<file path="src/rtl/core/aps_pkg.sv">
// ----------------------------------------------------------------------------
// aps_pkg
// Shared types and constants for the aging priority scheduler.
// ----------------------------------------------------------------------------
package aps_pkg;

    localparam int unsigned MAX_TASKS_DEF = 16;
    localparam int unsigned IDX_W         = 6;
    localparam int unsigned PRI_W         = 24;
    localparam int unsigned W16           = 16;
    localparam logic [15:0] TIME_LIMIT_RST = 16'd10000;
    localparam logic [15:0] W16_MAX       = 16'hFFFF;
    localparam logic signed [PRI_W:0] PRI_MAX = 25'sh07FFFFF;

    localparam logic REG_AGING_STEP = 1'b0;
    localparam logic REG_TIME_LIMIT = 1'b1;

    localparam logic MODE_LOAD = 1'b0;
    localparam logic MODE_TICK = 1'b1;

    // best candidate carried down the chain of cells
    typedef struct packed {
        logic                    found;
        logic signed [PRI_W-1:0] prio;
        logic [15:0]             arrival;
        logic [IDX_W-1:0]        idx;
        logic [15:0]             id;
        logic                    started;
        logic [15:0]             start;
        logic [15:0]             wait_cnt;
        logic [15:0]             remaining;
    } cand_t;

    // broadcast to all cells in the update cycle
    typedef struct packed {
        logic             en;
        logic [IDX_W-1:0] sel;
        logic [15:0]      now;
        logic [15:0]      aging;
    } upd_t;

endpackage

</file>
<file path="src/rtl/core/aps_cell.sv">
// ----------------------------------------------------------------------------
// aps_cell
// One task entry; merges its entry into the candidate and passes it on.
// ----------------------------------------------------------------------------
module aps_cell #(
    parameter int unsigned INDEX = 0
) (
    input  logic                       clk,
    input  logic                       rst_n,
    input  logic                       load_en,
    input  logic [15:0]                load_id,
    input  logic [aps_pkg::PRI_W-1:0]  load_prio,
    input  logic [15:0]                load_arrival,
    input  logic [15:0]                load_burst,
    input  logic [15:0]                now,
    input  aps_pkg::upd_t              upd,
    input  aps_pkg::cand_t             cand_in,
    output aps_pkg::cand_t             cand_out
);
    import aps_pkg::*;

    localparam logic [IDX_W-1:0] MY_IDX = IDX_W'(INDEX);

    logic                    valid_reg;
    logic [15:0]             id_reg;
    logic signed [PRI_W-1:0] prio_reg;
    logic [15:0]             arrival_reg;
    logic [15:0]             remaining_reg;
    logic                    started_reg;
    logic [15:0]             start_reg;
    logic [15:0]             wait_reg;
    cand_t                   cand_reg;
    cand_t                   cand_next;
    logic                    ready;
    logic                    take;
    logic signed [PRI_W:0]   aged;

    assign ready = valid_reg && (arrival_reg <= now) && (remaining_reg != 16'd0);
    assign take  = ready && (!cand_in.found || (prio_reg > cand_in.prio) ||
                   ((prio_reg == cand_in.prio) && (arrival_reg < cand_in.arrival)));
    assign aged  = {prio_reg[PRI_W-1], prio_reg} + $signed({9'd0, upd.aging});

    always_comb
    begin
        cand_next = cand_in;
        if (take)
        begin
            cand_next.found     = 1'b1;
            cand_next.prio      = prio_reg;
            cand_next.arrival   = arrival_reg;
            cand_next.idx       = MY_IDX;
            cand_next.id        = id_reg;
            cand_next.started   = started_reg;
            cand_next.start     = start_reg;
            cand_next.wait_cnt  = wait_reg;
            cand_next.remaining = remaining_reg;
        end
    end

    assign cand_out = cand_reg;

    always_ff @(posedge clk or negedge rst_n)
    begin
        if (!rst_n)
        begin
            valid_reg   <= 1'b0;
            started_reg <= 1'b0;
        end
        else if (load_en)
        begin
            valid_reg   <= 1'b1;
            started_reg <= 1'b0;
        end
        else if (upd.en && ready && (upd.sel == MY_IDX))
        begin
            started_reg <= 1'b1;
        end
    end

    always_ff @(posedge clk)
    begin
        cand_reg <= cand_next;
        if (load_en)
        begin
            id_reg        <= load_id;
            prio_reg      <= load_prio;
            arrival_reg   <= load_arrival;
            remaining_reg <= load_burst;
            start_reg     <= 16'd0;
            wait_reg      <= 16'd0;
        end
        else if (upd.en && ready)
        begin
            if (upd.sel == MY_IDX)
            begin
                if (!started_reg)
                begin
                    start_reg <= upd.now;
                end
                remaining_reg <= remaining_reg - 16'd1;
            end
            else
            begin
                if (wait_reg != W16_MAX)
                begin
                    wait_reg <= wait_reg + 16'd1;
                end
                prio_reg <= (aged > PRI_MAX) ? PRI_MAX[PRI_W-1:0] : aged[PRI_W-1:0];
            end
        end
    end

endmodule
</file>
<file path="config.mk">
export PLATFORM = sky130hd
export DESIGN_NAME = aps_cell
export DESIGN_NICKNAME = d
export VERILOG_FILES = /design/src/rtl/core/aps_pkg.sv /design/src/rtl/core/aps_cell.sv
export SDC_FILE = /design/constraint.sdc
export NUM_CORES = 1
export LEC_CHECK = 0
export BUFFER_PORTS_ARGS = -buffer_cell sky130_fd_sc_hd__buf_2
export CAP_MARGIN = 20
export CORE_ASPECT_RATIO = 0.5
export CORE_MARGIN = 2
export CORE_UTILIZATION = 35
export CTS_BUF_LIST = sky130_fd_sc_hd__clkbuf_4 sky130_fd_sc_hd__clkbuf_8 sky130_fd_sc_hd__clkbuf_16
export CTS_CLUSTER_DIAMETER = 60
export DETAILED_ROUTE_END_ITERATION = 10
export MAX_ROUTING_LAYER = met4
export PLACE_DENSITY = 0.58
export RECOVER_POWER = 25
export SYNTH_ARGS = -nofsm -noshare
export SYNTH_HDL_FRONTEND = slang
export SYNTH_SLANG_ARGS = --single-unit
</file>
<file path="constraint.sdc">
create_clock -name clk -period 8.4 [get_ports clk]
set_input_delay 1.68 -clock clk [delete_from_list [all_inputs] [get_ports clk]]
set_output_delay 1.68 -clock clk [all_outputs]
set_load 0.01 [all_outputs]
</file>
After elaboration in Yosys (flattened, before gate mapping)
Cells that the tools add are included.

operators by class
  add/subtract/negate cells = 3
  $lt $le $gt $ge = 4
  equality and inequality tests = 3
  multiplexer cells = 10
  bitwise operators = 2
  reductions and logical operators = 18

operator list
  cell                                                                     count
  111-bit two-way mux                                                      1
  24-bit two-way mux                                                       4
  16-bit two-way mux                                                       3
  24-bit by 17-bit adder with 25-bit output                                1
  25-bit by 24-bit > comparator with 1-bit output (second input constant)  1
  24-bit == test                                                           1
  24-bit > comparator                                                      1
  16-bit by 1-bit adder with 16-bit output (second input constant)         1
  16-bit <= comparator                                                     1
  16-bit less-than comparator                                              1
  16-bit inequality test (second input constant)                           1
  16-bit nonzero test                                                      1
  16-bit by 1-bit subtractor with 16-bit output (second input constant)    1
  1-bit logical AND                                                        6
  6-bit zero test                                                          1
  3-bit AND reduction                                                      2
  2-bit nonzero test                                                       3
  2-bit AND reduction                                                      2
  1-bit logical OR                                                         2
  1-bit two-way mux                                                        2
  2-bit inequality test (second input constant)                            1
  1-bit inverter                                                           2
  1-bit zero test                                                          1

word-level totals
  register bits after elaboration = 218
  input bits = 242
  output and inout bits = 112
  word-level logic and storage cells = 57

Longest topological paths before layout
  word-level depth = 7
  gate-level depth with buffers = 13
  mapped depth without buffers = 10

Worst setup path after synthesis
Ideal clock, no wire load.

  kind = input to register
  from = input port now[10]
  to = register prio_reg[0] (enable)
  library setup time = 0.438 ns
  arrival time = 5.406 ns
  data required time = 7.962 ns
  path slack = 2.556 ns
  cell stages on the path = 11
  buffers on the path = 3
  path through = inv_1 > ha_1 > and4_1 > or4b_4 > or2_1 > buf_2 > or3b_1 > buf_4 > nand4_4 > buf_2 > o21ai_0

between the ends
  cells in the longest elaborated chain, start to end = 6

ends and longest elaborated chain
  element                               RTL line         RTL
  start, declared                       aps_cell.sv:15   input logic [15:0] now,
  16-bit <= comparator                  aps_cell.sv:38   assign ready = valid_reg && (arrival_reg <= now) && (remaining_reg != 16'd0);
  1-bit logical AND (2 in a row)        aps_cell.sv:38
  1-bit logical AND                     aps_cell.sv:92   else if (upd.en && ready)
  2-bit nonzero test (no source line)   --
  2-bit AND reduction (no source line)  --
  end signal, assigned                  aps_cell.sv:86   prio_reg <= load_prio;
  end signal, assigned                  aps_cell.sv:108  prio_reg <= (aged > PRI_MAX) ? PRI_MAX[PRI_W-1:0] : aged[PRI_W-1:0];
  end, declared                         aps_cell.sv:26   logic signed [PRI_W-1:0] prio_reg;

Every way passes these cells.
A chain may end at the register's enable or synchronous reset.

==> flow_summary_export.csv <==
group,metric,value,unit
die,die_w,298,um
timing,final_hold_viol_count,0,
logic_synthesis,synth_cell_types,69,
routing,viasPerCell,6.06,
critical_path,worstSetupStartpoint,"load_en",
clock_tree,cts-hold-fix-buffers,0,
logic_synthesis,syn_inst,1791,
pwr,seq_power_share,0.385,
timing,finalSetupViolations,0,
critical_path,crit_path_end_kind,"flop",
timing,tightest_slew,2.48,ns
pwr,switching_share,0.364,
pwr,total_power,3580,uW
logic_synthesis,yosys-top-cells-area,"dfxtp_1, edfxtp_1, o2111ai_1",
critical_path,r2r-end,"remaining_reg[7]",
place,dp_hpwl,35.7,mm
clock_tree,cts_root_buffer,"clkbuf_16",
final_layout,area_delta_synth_final,18.0,%
die,coreArea,42200,um^2
logic_synthesis,ys_ff_latch,218,
status,outcome,"complete, but fails checks",
timing,setup_tns,0,ns
logic_synthesis,ys_warn_count,0,
logic_synthesis,async_reset_ff_frac,0.00917,
global_routing,grtUsageTotal,0.249,
pwr,p_int,2270,uW
critical_path,reg2reg_slack,3.63,ns
pwr,power.density,201,nW/um^2
critical_path,worstPathMaxFanout,52,
timing,rsz0062_at_grt,"no",
global_routing,grt_max_degree,132,
routing,vias,15700,
die,io_pins,354,
routing,drt_pass1_iterations,6,
die,die_y,151,um
final_layout,largest_register_ffs,112,
clock_tree,path_clk_slew,0.06,ns
global_routing,grt_pass1_wl,87.4,mm
logic_synthesis,synth_compound_area_frac,0.304,
final_layout,final_util,0.421,
clock_tree,clk_latency,0.55,ns
logic_synthesis,synth.yosys.seq_area_share,0.338,
logic_synthesis,yosysTopAreaCell,"dfxtp_1",
timing,fmax,170,MHz
clock_tree,cts_tree,"done",
die,start_util,0.357,
global_routing,grt_pass1_vias,14800,
die,rows,53,
logic_synthesis,yosys.area_share.simple,0.150,
timing,drv_slew,91,
logic_synthesis,synthesis.area,15100,um^2
logic_synthesis,synthXorXnorAreaFrac,0.0180,
routing,top_layer_used,"met4",
timing,fin_crit,5.89,ns
logic_synthesis,synth_edf_count,72,
logic_synthesis,synthMuxAreaShare,0.0144,
global_routing,overflow,0,
die,dieArea,44900,um^2
critical_path,reg2reg_depth,8,
pwr,switchingPower,1300,uW
clock_tree,cts_made_buffers,25,
logic_synthesis,synth_top_family_by_area,"compound AO/OA/AOI/OAI gates",
routing,dr_wl_met2,28.8,mm
timing,finalCritPeriodShare,0.701,
place,port_buffers,353,
critical_path,critical_path.endpoint,"wait_reg[7]",
clock_tree,post-cts-setup-buffers,0,
clock_tree,htreeDepth,1,
final_layout,post_route_cells_drive_above_1_share,0.199,
timing,slew_headroom,-0.651,
hold_path,hold_path.class,"reg -> reg",
critical_path,crit_type,"in -> reg",
critical_path,worstPathArrival,6.32,ns
hold_path,hp-start,"start_reg[15]",
routing,routedWlPerCell,22.3,um
final_layout,nNetsFinal,2309,
critical_path,cp-start-kind,"primary input",
critical_path,regToRegStartpoint,"arrival_reg[13]",
routing,wl,57.9,mm
routing,met3_length,3.00,mm
critical_path,critPathRequiredTime,8.83,ns
status,violations,"capacitance limit, slew limit",
clock_tree,cts_buffer_depth,3,
pwr,vdd_drop_max,0.168,mV
pwr,leakage,0.00718,uW
routing,wl_met1,24.5,mm
logic_synthesis,yosys.area.top_type_share,0.191,
logic_synthesis,synth_fa_ha_area_frac,0.0619,
pwr,pwr-share-comb,0.310,
timing,skew,0.0148,ns
logic_synthesis,synth_area_per_cell,8.42,um^2
global_routing,antenna_found_initial,7,
routing,drtAntennaViolNets,0,
logic_synthesis,yosys_most_used_dff,"dfxtp_1",
logic_synthesis,syn_nets,2107,
job,cap_violations,2,
pwr,p_clk_frac,0.304,
clock_tree,cts.sinks,218,
place,gp_congestion,0.869,
routing,first_iter_violations,1568,
clock_tree,cts_resized,0,
routing,post-route-drc-count,0,
[layout by cell type (no fill, tap or decap), types with 10 or more instances in the layout]
cell,count
a2111oi_0,105
a21oi_1,42
a311oi_1,105
a31oi_1,107
buf_2,306
buf_4,28
clkbuf_1,47
clkbuf_16,26
dfxtp_1,144
edfxtp_1,72
ha_1,73
inv_1,232
mux2i_1,16
nand2_1,44
nand2b_1,17
nand3_1,124
nand4_1,122
nor2_1,53
nor3_1,12
o2111ai_1,106
o211ai_1,10
o21ai_0,31
o31a_1,15
xnor2_1,23
[per-layer routing]
layer / track usage / vias up
met1: 0.316 / 7638
met4: 0.0780 / 0
met2: 0.421 / 549
li1: - / 7443
met3: 0.0281 / 95
met5: - / -
[cells by family after synthesis]
logic type,after synthesis
DFF,218
adders and majority gates,74
muxes,21
buffers and inverters,439
and+or+nand+nor,419
xor gates and xnor gates,31
AOI/OAI and AO/OA,589
[metrics by stage]
| step | worst slack (ns) | std cells | hold slack (ns) | area, um^2 |
|---|---|---|---|---|
| after global placement | 2.52 | 2542 | 0.509 | 17000 |
| after CTS | 3.05 | 2588 | 0.522 | 17800 |
| final | 2.51 | 2597 | 0.524 | 17800 |
| after global routing | 2.28 | 2596 | 0.545 | 17800 |
| after floorplan | 2.56 | 1791 | 0.484 | 15100 |
| after detailed placement | 2.47 | 2542 | 0.513 | 17000 |
[final cells by class]
| class | instances | area, um^2 |
|---|---|---|
| diodes | 8 | 20.0 |
| repair buffers | 382 | 1930 |
| fillers | 4413 | 24500 |
| multi-input cells | 1134 | 8370 |
| clock buffers | 31 | 694 |
| clock inverters | 15 | 85.1 |
| flip-flops and latches | 218 | 5090 |
| well taps | 577 | 722 |
| inverters | 232 | 871 |
[worst min path at each step]
stage | to | slack (ns) | cells after the start
3_5_place_dp | cand_out[43] | 0.51 | 2
2_1_floorplan | cand_out[24] | 0.48 | 2
4_1_cts | cand_out[47] | 0.52 | 2
5_1_grt | cand_out[47] | 0.54 | 2
6_report | cand_out[47] | 0.52 | 2
3_3_place_gp | cand_out[47] | 0.51 | 2
[power by group through the flow]
stage | Sequential [uW] | Combinational (uW) | Clock [uW]
floorplan | 1430 | 649 | 0
global placement | 1400 | 1110 | 0
detailed placement | 1400 | 1110 | 0
CTS | 1380 | 1120 | 1110
global route | 1390 | 1220 | 1140
finish | 1380 | 1110 | 1090
[cells in the mapped netlist (17+ instances only)]
master,n
o2111ai_1,106
xnor2_1,23
nor2_1,53
nand2b_1,17
a31oi_1,108
nand2_1,45
clkbuf_1,188
a2111oi_0,105
dfxtp_1,144
nand4_1,122
a21oi_1,42
ha_1,73
a311oi_1,105
o21ai_0,32
inv_1,232
nand3_1,124
edfxtp_1,72
[worst max-delay path: stages]
cell and delay (ns):
clkbuf_1 1.71, clkbuf_1 1.66, buf_4 0.76, nor2_1 0.09, mux2_1 0.31
No activity file was read; power rests on OpenSTA's default activity.
